File: config.mk
export PLATFORM = sky130hd
export DESIGN_NAME = rdmc_nbr_unit
export DESIGN_NICKNAME = d
export VERILOG_FILES = /design/src/random_dfs_maze_carver_unit_defines.svh /design/src/rdmc_pkg.sv /design/src/rdmc_nbr_unit.sv
export SDC_FILE = /design/constraint.sdc
export NUM_CORES = 1
export LEC_CHECK = 0
export ABC_AREA = 1
export BUFFER_PORTS_ARGS = -buffer_cell sky130_fd_sc_hd__clkbuf_2
export CAP_MARGIN = 20
export CORE_ASPECT_RATIO = 0.75
export CORE_MARGIN = 2
export CORE_UTILIZATION = 53
export DETAILED_ROUTE_END_ITERATION = 10
export PLACE_DENSITY = 0.95
export SYNTH_ARGS = -nofsm -noshare
export SYNTH_HDL_FRONTEND = slang
export SYNTH_SLANG_ARGS = --single-unit
File: constraint.sdc
create_clock -name vclk -period 2.48
set_input_delay 0.372 -clock vclk [all_inputs]
set_output_delay 0.372 -clock vclk [all_outputs]
set_load 0.1 [all_outputs]
File: src/random_dfs_maze_carver_unit_defines.svh
// assertion macros for the maze carver block
// used by the top level, no other dependencies
`ifndef RANDOM_DFS_MAZE_CARVER_UNIT_DEFINES_SVH
`define RANDOM_DFS_MAZE_CARVER_UNIT_DEFINES_SVH

// same-cycle implication
`define RDMC_ASSERT_IMP(label, clk, rst, ante, cons, msg) \
   label: assert property (@(posedge clk) disable iff (rst) (ante) |-> (cons)) \
      else $error(msg);

// next-cycle implication
`define RDMC_ASSERT_NXT(label, clk, rst, ante, cons, msg) \
   label: assert property (@(posedge clk) disable iff (rst) (ante) |=> (cons)) \
      else $error(msg);

`endif

File: src/rdmc_pkg.sv
// shared constants, types and helper functions of the maze carver
// no dependencies
`timescale 1ns / 1ps

package rdmc_pkg;

   localparam int MAX_DIM       = 127;
   localparam int MAX_CELLS     = 4096;
   localparam int RAND_TOP      = 32767;

   localparam int COORD_W       = 7;
   localparam int DEPTH_W       = 13;
   localparam int RAND_W        = 15;
   localparam int KIND_W        = 2;
   localparam int CSR_INDEX_W   = 1;
   localparam int CSR_DATA_W    = 7;
   localparam int CELLS_PER_ROW = (MAX_DIM + 1) / 2;
   localparam int HALF_W        = $clog2(CELLS_PER_ROW);
   localparam int CELL_IDX_W    = $clog2(MAX_CELLS);

   localparam logic OP_ADVANCE = 1'b0;
   localparam logic OP_RESTART = 1'b1;

   localparam logic [KIND_W-1:0] KIND_CARVE   = 2'd0;
   localparam logic [KIND_W-1:0] KIND_BACK    = 2'd1;
   localparam logic [KIND_W-1:0] KIND_RESTART = 2'd2;
   localparam logic [KIND_W-1:0] KIND_IDLE    = 2'd3;

   localparam logic [1:0] DIR_LEFT  = 2'd0;
   localparam logic [1:0] DIR_UP    = 2'd1;
   localparam logic [1:0] DIR_DOWN  = 2'd2;
   localparam logic [1:0] DIR_RIGHT = 2'd3;

   localparam logic [CSR_INDEX_W-1:0] REG_GRID_ROWS    = 1'b0;
   localparam logic [CSR_INDEX_W-1:0] REG_GRID_COLUMNS = 1'b1;

   localparam logic [COORD_W-1:0] GRID_RESET = 7'd63;

   localparam logic [31:0] THR2_1 = 32'(RAND_TOP / 2 + 1);
   localparam logic [31:0] THR3_1 = 32'(RAND_TOP / 3 + 1);
   localparam logic [31:0] THR3_2 = 32'(2 * (RAND_TOP / 3 + 1));
   localparam logic [31:0] THR4_1 = 32'(RAND_TOP / 4 + 1);
   localparam logic [31:0] THR4_2 = 32'(2 * (RAND_TOP / 4 + 1));
   localparam logic [31:0] THR4_3 = 32'(3 * (RAND_TOP / 4 + 1));

   typedef struct packed {
      logic [HALF_W-1:0]  cur_row;
      logic [HALF_W-1:0]  cur_col;
      logic [1:0]         dir;
      logic [COORD_W-1:0] rows;
      logic [COORD_W-1:0] cols;
   } nbr_query_type;

   typedef struct packed {
      logic                  ok;
      logic [CELL_IDX_W-1:0] idx;
      logic [COORD_W-1:0]    wall_row;
      logic [COORD_W-1:0]    wall_col;
   } nbr_result_type;

   function automatic logic [COORD_W-1:0] eff_dim(input logic [COORD_W-1:0] v);
      logic [COORD_W-1:0] t;
      t = v;
      if (t == '0) t = COORD_W'(1);
      if (int'(t) > MAX_DIM) t = COORD_W'(MAX_DIM);
      if (!t[0]) t = t - 1'b1;
      return t;
   endfunction

   // move number among n candidates
   function automatic logic [1:0] pick_index(input logic [2:0] n,
                                             input logic [RAND_W-1:0] rnd);
      logic [31:0] r;
      logic [1:0]  p;
      r = 32'(rnd);
      p = 2'd0;
      case (n)
         3'd2: begin
            if (r >= THR2_1) p = 2'd1;
         end
         3'd3: begin
            if (r >= THR3_2) p = 2'd2;
            else if (r >= THR3_1) p = 2'd1;
         end
         3'd4: begin
            if (r >= THR4_3) p = 2'd3;
            else if (r >= THR4_2) p = 2'd2;
            else if (r >= THR4_1) p = 2'd1;
         end
         default: p = 2'd0;
      endcase
      return p;
   endfunction

   // direction of the p-th set bit of the move mask
   function automatic logic [1:0] sel_move(input logic [3:0] mask, input logic [1:0] p);
      logic [1:0] d;
      logic [2:0] cnt;
      d = DIR_LEFT;
      cnt = 3'd0;
      for (int i = 0; i < 4; i++) begin
         if (mask[i]) begin
            if (cnt == {1'b0, p}) d = 2'(i);
            cnt = cnt + 3'd1;
         end
      end
      return d;
   endfunction

endpackage

File: src/rdmc_nbr_unit.sv
// shared neighbor unit: bounds check, neighbor cell index and wall position
// depends on rdmc_pkg
`timescale 1ns / 1ps

module rdmc_nbr_unit (
   input  rdmc_pkg::nbr_query_type  query,
   output rdmc_pkg::nbr_result_type result
);

   localparam int HW  = rdmc_pkg::HALF_W;
   localparam int CW  = rdmc_pkg::COORD_W;
   localparam int IW  = rdmc_pkg::CELL_IDX_W;
   localparam int FW  = 2 * HW + 1;

   logic [CW-1:0] cr;
   logic [CW-1:0] cc;
   logic [HW-1:0] row_n;
   logic [HW-1:0] col_n;
   logic [CW-1:0] wall_r;
   logic [CW-1:0] wall_c;
   logic          in_bounds;
   logic [FW-1:0] idx_full;

   assign cr = CW'({query.cur_row, 1'b0});
   assign cc = CW'({query.cur_col, 1'b0});

   always_comb begin
      row_n     = query.cur_row;
      col_n     = query.cur_col;
      wall_r    = cr;
      wall_c    = cc;
      in_bounds = 1'b0;
      case (query.dir)
         rdmc_pkg::DIR_LEFT: begin
            in_bounds = (cc != '0);
            col_n     = query.cur_col - 1'b1;
            wall_c    = cc - 1'b1;
         end
         rdmc_pkg::DIR_UP: begin
            in_bounds = (cr != '0);
            row_n     = query.cur_row - 1'b1;
            wall_r    = cr - 1'b1;
         end
         rdmc_pkg::DIR_DOWN: begin
            in_bounds = ((CW+1)'(cr) + 1'b1) < (CW+1)'(query.rows);
            row_n     = query.cur_row + 1'b1;
            wall_r    = cr + 1'b1;
         end
         rdmc_pkg::DIR_RIGHT: begin
            in_bounds = ((CW+1)'(cc) + 1'b1) < (CW+1)'(query.cols);
            col_n     = query.cur_col + 1'b1;
            wall_c    = cc + 1'b1;
         end
         default: in_bounds = 1'b0;
      endcase
   end

   assign idx_full = FW'(FW'(row_n) * FW'(rdmc_pkg::CELLS_PER_ROW) + FW'(col_n));

   // an index past the map counts as visited
   assign result.ok       = in_bounds && (int'(idx_full) < rdmc_pkg::MAX_CELLS);
   assign result.idx      = IW'(idx_full);
   assign result.wall_row = wall_r;
   assign result.wall_col = wall_c;

endmodule

==> results of run 1 <==
-- cell usage in the layout (no fill, tap or decap), drive strengths merged, types with 2 or more instances in the layout --
cell type,count
nand2,89
inv,48
ha,35
buf,29
clkbuf,28
nor2,23
o21ai,17
nand3,16
a21oi,15
nand4,5
and2,2
fa,2
-- routing by layer --
metal | up-vias | wire length, um | track usage (%) | part of all wire [%]
li1 | 925 | - | - | -
met1 | 849 | 1770 | 37.9 | 37
met2 | 113 | 2320 | 52.3 | 49
met3 | 27 | 467 | 2.77 | 9.9
met4 | 0 | 162 | 9.78 | 3.4
met5 | - | 0 | 0 | 0
-- cells in the mapped netlist, drive strengths merged --
cell type	count	area, um^2
ha	35	438
o21ai	17	85.1
or2	1	6.26
nand3	16	80.1
xor2	1	8.76
nor3	1	5.00
nand4	5	31.3
a21oi	15	75.1
buf	4	25.0
inv	48	183
nor2	23	93.8
nand2	89	337
fa	2	40.0
and2	2	12.5
-- worst max path at each step --
stage | startpoint | to | slack [ns] | cells past startpoint
finish | query[14] | result[25] | 0.09 | 13
CTS | query[14] | result[23] | 0.007 | 12
detailed placement | query[14] | result[24] | 0.004 | 12
global route | query[14] | result[17] | 0.006 | 11
floorplan | query[14] | result[24] | -0.04 | 9
global placement | query[14] | result[23] | 0.09 | 12
-- layout make-up --
type / count / area, um^2 / share of cell area, %
well taps: 36 / 45.0 / 2.07
repair buffers: 57 / 596 / 27.4
inverters: 48 / 183 / 8.40
multi-input cells: 207 / 1350 / 62.2
-- report_power, final --
group          leakage, nW  switching [mW]  internal, mW
Combinational         1.26           0.696         0.310
Sequential               0               0             0
Clock                    0               0             0
-- critical path: stages --
cell and delay [ns]:
clkbuf_2 0.12, inv_2 0.10, ha_2 0.20, inv_2 0.08, ha_1 0.33, nand2_1 0.10
inv_1 0.06, nand3_1 0.11, nand3_1 0.08, nand2_1 0.07, nand3_1 0.12, nand2_2 0.11
buf_12 0.17
-- through the flow --
stage               utilization, %  setup WS [ns]  total power, mW  area, um^2  std cells
floorplan                        -        -0.0429            0.683        1560        259
global route                  84.3        0.00579             1.05        2180        348
global placement              83.8         0.0855            0.968        2160        347
finish                        84.3         0.0867             1.01        2180        348
detailed placement            83.8        0.00373            0.993        2160        347
CTS                           83.8        0.00671            0.996        2160        347
-- cell families after synthesis --
| group | share of synthesized area [%] |
|---|---|
| AND/OR/NAND/NOR | 39.8 |
| adder cells (fa/ha/maj) | 33.7 |
| XOR/XNOR | 0.617 |
| AO/OA/AOI/OAI | 11.3 |
| buffers and inverters | 14.6 |
-- timing repair --
| item | in CTS | in global routing |
|---|---|---|
| setup buffers | 0 | 1 |
| hold buffers | 0 | 0 |
| endpoints found under the setup margin | 0 | 6 |
| gates resized for setup | 0 | 5 |
==> out/results.ini, run 1 <==
[timing]
worstMarginPinSlew_ns = 0.546
setup_viol = 0
fin_hold_ws_ns = 1.26
finalMaxSlewViolations = 0
slew-limit-headroom_pct = 63.7
max_freq_mhz = 418
fin_crit_sh_pct = 96.5
rsz0062_at_grt = no
hold_violations = 0
layout_min_cycle_time_ns = 2.39
fin_setup_tns_ns = 0

[layout]
diodes = 0
syn2layout_area_growth_pct = 53.2
layout.nets = 379
fill_cells = 138
clock_buffers = 0
seq_area_um2 = 0
drive_above_1_share_pct = 30.1
flops_and_latches = 0

[logic_synthesis]
ys_seq_area_share_pct = 0
syn_area_per_cell_um2 = 5.48
netlist_area_um2 = 1420
synthCells = 259
ys_types = 20
yosys_warnings = 0
synth.net_count = 324

[die]
num_rows = 16
die_h_um = 48.8
die_w_um = 63.8
fp.dieArea_um2 = 3110
io_pins = 55
core_um2 = 2580
start_util_pct = 55.0

[power_and_ir_drop]
max-vdd-ir-drop_uv = 393
powerDensity_nw_per_um2 = 462
power.leakage_nw = 1.26

[route]
drcViolationCount = 0
vias = 1914
via_per_inst = 5.50
wl_per_cell_um = 13.6
drtIter0Drc = 109
drt.antenna.violating_nets = 0
dr.pass1.iters = 5
routed_wl_um = 4720

[min_path]
hold_start = query[21]
holdPathStages = 4
hold_end = result[6]
holdCritPathClass = in2out

[global_routing]
overflow = 0
grt_use_total_pct = 29.6
antenna_found_initial = 0
grt_pass1_vias = 1753
grt_pass1_wl_um = 7470
grt_max_degree = 21

[critical_path]
end_kind = output port
cp.arrival_ns = 2.02
cp.required_ns = 2.11
path_class = in2out
startpoint_type = input pin
cp_max_fo = 6

[placed_design]
globalplace.congestion = 0.899
hpwlAfterDp_um = 3860
port_buffers = 53

[outcome]
status = finished clean

[run]
max_cap_violations = 0

Note: power is estimated with default switching activity, not from simulation.
==> run 2: changes to the inputs <==
PLACE_DENSITY = default   (was 0.95)
PLACE_DENSITY_LB_ADDON = 0.2   (was default)
clock period = 2.65 ns   (was 2.48 ns; I/O delays follow)
==> out/results.ini, run 2 (synthesized netlist as in run 1, its figures left out) <==
[outcome]
status = finished clean

[layout]
layout_commonest_cell = nand2_1
design_area_um2 = 2120  ; -2.7%
multi_input_area_um2 = 1330  ; -1.4%
diodes = 0  ; unchanged
drive_above_1_share_pct = 28.8  ; -1.3 points
fill_cells = 187  ; +36%
flops_and_latches = 0  ; unchanged
layout.nets = 379  ; unchanged
seq_area_um2 = 0  ; unchanged
layout_common_cells = nand2_1, inv_1, ha_1, clkbuf_2, nor2_1
syn2layout_area_growth_pct = 49.1
clock_buffers = 0  ; unchanged
stdcell_count = 348  ; unchanged

[critical_path]
cp.required_ns = 2.25  ; +0.14 ns
cp_max_fo = 6  ; unchanged
cp.depth = 12  ; -1
critPathMostFrequentCell = inv_1
path_buf_inv = 5  ; unchanged
cpLargestDelayFamily = buffers and inverters
cp.arrival_ns = 2.07  ; +0.05 ns
crit_start = query[14]
slowest_stage = ha_1
worstPathCellList = clkbuf_2 -> inv_1 -> ha_1 -> inv_1 -> ha_1 -> nand2_1 -> inv_1 -> a21oi_1 -> and2_1 -> o21ai_1 -> nand2_2 -> buf_12
worstSetupEndpoint = result[23]
end_kind = output port
startpoint_type = input pin
path_class = in2out
slowest_delay_ns = 0.31  ; -0.02 ns

[route]
routed_wl_um = 3980  ; -16%
wl_per_cell_um = 11.4  ; -16%
drtIter0Drc = 103  ; -5.5%
via_per_inst = 5.13  ; -6.7%
dr.pass1.iters = 4  ; -1
drcViolationCount = 0  ; unchanged
drt.antenna.violating_nets = 0  ; unchanged
vias = 1785  ; -6.7%

[die]
core_um2 = 2580  ; unchanged
io_pins = 55  ; unchanged
fp.dieArea_um2 = 3110  ; unchanged
die_w_um = 63.8  ; unchanged
die_h_um = 48.8  ; unchanged
start_util_pct = 55.0  ; unchanged
num_rows = 16  ; unchanged

[timing]
finalMaxSlewViolations = 0  ; unchanged
fin_hold_ws_ns = 1.30  ; +0.0415 ns
rsz0062_at_grt = no
max_freq_mhz = 406
fin_setup_tns_ns = 0  ; unchanged
setup_ws_ns = 0.186  ; +0.0995 ns
fin_crit_sh_pct = 93.0
hold_violations = 0  ; unchanged
layout_min_cycle_time_ns = 2.46
slew-limit-headroom_pct = 64.0  ; +0.22 points
worstMarginPinSlew_ns = 0.543  ; -0.00327 ns
setup_viol = 0  ; unchanged

[global_routing]
grt_pass1_wl_um = 6870  ; -7.9%
grt_use_total_pct = 26.4  ; -3.2 points
grt_max_degree = 19  ; -9.5%
overflow = 0  ; unchanged
grt_pass1_vias = 1679  ; -4.2%
antenna_found_initial = 0  ; unchanged

[placed_design]
globalplace.congestion = 0.893  ; -0.73%
place_ws_ns = 0.169  ; +0.165 ns
hpwlAfterDp_um = 3480  ; -9.8%
post_dp_cell_area_um2 = 2110  ; -2.3%
dpl.cell_count = 348  ; +0.29%
port_buffers = 53  ; unchanged

[clock_tree]
ctsHoldBuffers = 0  ; unchanged

[power_and_ir_drop]
powerDensity_nw_per_um2 = 428  ; -7.4%
max-vdd-ir-drop_uv = 359  ; -8.5%
power.leakage_nw = 1.25  ; -0.96%

[run]
max_cap_violations = 0  ; unchanged

[min_path]
holdCritPathClass = in2out

## run 2: changes by cell type in the layout (fill, tap and decap cells not counted), sizes merged
cell,delta
buf,-1
clkbuf,+1
## run 2: per-layer routing
layer	share of wire, %	global-route usage, %	vias to the layer above
met1	46	35.4	817
met4	0	2.90	0
li1	-	-	922
met5	0	0	-
met3	6.0	2.31	0
met2	48	47.5	46
## run 2: tightest hold or removal path, cell delays in order
cell and delay (ns):
clkbuf_2 0.14, nand2_1 0.09, nand2_2 0.05, buf_4 0.22
## run 2: area by class of cell
cell class                      count  share of cell area [%]
Inverter                           48                    8.63
Multi-Input combinational cell    207                    63.0
Tap cell                           36                    2.13
Timing Repair Buffer               57                    26.2
## run 2: metrics by stage
stage                     total power [mW]  utilization, %
after floorplan                      0.633               -
after global placement               0.888            81.8
after detailed placement             0.904            81.8
after CTS                            0.906            81.8
after global routing                 0.957            82.0
final                                0.906            82.0
## run 2: where the power goes
part / leakage, nW / total [mW] / internal [mW] / switching, mW
combinational: 1.25 / 0.906 / 0.272 / 0.634
clock: 0 / 0 / 0 / 0
sequential: 0 / 0 / 0 / 0
total: 1.25 / 0.906 / 0.272 / 0.634
## run 2: how the worst min path moves through the flow
stage | end | cells after the start | from
after global routing | result[14] | 4 | query[16]
final | result[14] | 4 | query[16]
after CTS | result[25] | 4 | query[27]
after floorplan | result[24] | 2 | query[26]
after detailed placement | result[25] | 4 | query[27]
after global placement | result[25] | 4 | query[27]
## run 2: what timing repair did
action | CTS | global route
buffers inserted | 0 | 0
resized for setup | 0 | 1
setup endpoints to repair | 0 | 1
==> run 3: changes to the inputs <==
CORE_ASPECT_RATIO = default   (was 0.75)
MAX_ROUTING_LAYER = met4   (was default)
SLEW_MARGIN = 20   (was default)
==> out/results.ini, run 3 (synthesized netlist as in run 1, its figures left out) <==
[outcome]
status = finished clean

[route]
wl_per_cell_um = 10.4  ; -9.3%
routed_wl_um = 3560  ; -11%
vias = 1725  ; -3.4%
drtIter0Drc = 29  ; -72%
drcViolationCount = 0  ; unchanged
via_per_inst = 5.03  ; -2.0%
drt.antenna.violating_nets = 0  ; unchanged
dr.pass1.iters = 4  ; unchanged

[timing]
fin_setup_tns_ns = 0  ; unchanged
slew-limit-headroom_pct = 63.5  ; -0.43 points
worstMarginPinSlew_ns = 0.549  ; +0.00647 ns
setup_viol = 0  ; unchanged
max_freq_mhz = 406  ; about the same
hold_violations = 0  ; unchanged
layout_min_cycle_time_ns = 2.47  ; +0.00217 ns
rsz0062_at_grt = no
finalMaxSlewViolations = 0  ; unchanged
fin_crit_sh_pct = 93.1  ; about the same

[layout]
multi_input_area_um2 = 1330  ; -0.28%
clock_buffers = 0  ; unchanged
flops_and_latches = 0  ; unchanged
layout_commonest_cell = nand2_1
diodes = 0  ; unchanged
drive_above_1_share_pct = 28.8  ; -0.092 points
seq_area_um2 = 0  ; unchanged
stdcell_count = 343  ; -1.4%
fill_cells = 189  ; +1.1%
fin_util_pct = 81.6  ; -0.35 points
layout_common_cells = nand2_1, inv_1, ha_1, clkbuf_2, nor2_1
layout.nets = 380  ; +0.26%
syn2layout_area_growth_pct = 43.7

[die]
core_um2 = 2500  ; -3.2%
io_pins = 55  ; unchanged
die_h_um = 55.8  ; +14%
start_util_pct = 56.8  ; +1.8 points
die_w_um = 55.8  ; -13%
fp.dieArea_um2 = 3110  ; -0.13%
num_rows = 18  ; +2

[critical_path]
cp.required_ns = 2.25  ; about the same
slowest_stage = fa_1
startpoint_type = input pin
cp.arrival_ns = 2.07  ; about the same
end_kind = output port
slowest_delay_ns = 0.41  ; +0.10 ns
path_class = in2out
worstPathCellList = clkbuf_2 -> inv_1 -> ha_1 -> inv_1 -> fa_1 -> nand2_1 -> nand2_1 -> a21oi_1 -> nor2_1 -> o21ai_4 -> buf_12
cp_max_fo = 6  ; unchanged

[min_path]
holdCritPathClass = in2out

[power_and_ir_drop]
powerDensity_nw_per_um2 = 425  ; -0.62%
max-vdd-ir-drop_uv = 429  ; +19%
power.leakage_nw = 1.23  ; -1.5%

[placed_design]
hpwlAfterDp_um = 3070  ; -12%
dpl.cell_count = 343  ; -1.4%
port_buffers = 53  ; unchanged
globalplace.congestion = 0.887  ; -0.65%

[clock_tree]
ctsHoldBuffers = 0  ; unchanged
cts_setup_buffers = 0  ; unchanged
post_cts_resized = 0  ; unchanged

[global_routing]
grt_pass1_vias = 1521  ; -9.4%
grt_use_total_pct = 22.7  ; -3.7 points
overflow = 0  ; unchanged
grt_max_degree = 19  ; unchanged
grt_pass1_wl_um = 5980  ; -13%
antenna_found_initial = 0  ; unchanged

[run]
max_cap_violations = 0  ; unchanged

run 3: cell count changes in the layout (fill, tap and decap cells not counted), sizes merged:
cell	before	now
clkbuf	29	33
buf	28	25
run 3: worst paths after layout:
kind                  startpoint         end  cells after the start
worst max-delay path   query[14]  result[24]                     11
worst min-delay path   query[21]  result[19]                      4
run 3: layout make-up:
type,instances,share of cell area [%]
inverters,48,8.95
multi-input cells,207,65.2
well taps,30,1.84
repair buffers,58,24.0
run 3: where the power goes:
part           total [mW]  switching [mW]  internal (mW)
sequential              0               0              0
clock                   0               0              0
combinational       0.868           0.621          0.247
total               0.868           0.621          0.247
run 3: critical path: cells and delay by family:
kind / cells / cell delay, ns
AO/OA/AOI/OAI: 2 / 0.34
adder cells (fa/ha/maj): 2 / 0.57
buffers and inverters: 4 / 0.50
AND/OR/NAND/NOR: 3 / 0.25
run 3: layer usage:
metal  track usage, %  vias up  routed length [um]
met1             30.4      763                1760
met3            0.233        0                 142
met5                -        -                   0
met2             40.0       37                1660
li1                 -      925                   -
met4             1.74        0                   0
run 3: stage by stage:
stage | setup WS [ns] | hold slack (ns) | instance area (um^2) | total power, mW
final | 0.184 | 1.29 | 2040 | 0.868
after global routing | 0.0428 | 1.33 | 2040 | 0.916
after CTS | 0.209 | 1.29 | 2040 | 0.869
after detailed placement | 0.214 | 1.29 | 2040 | 0.868
after global placement | 0.253 | 1.28 | 2040 | 0.856
after floorplan | 0.0685 | 1.13 | 1540 | 0.633
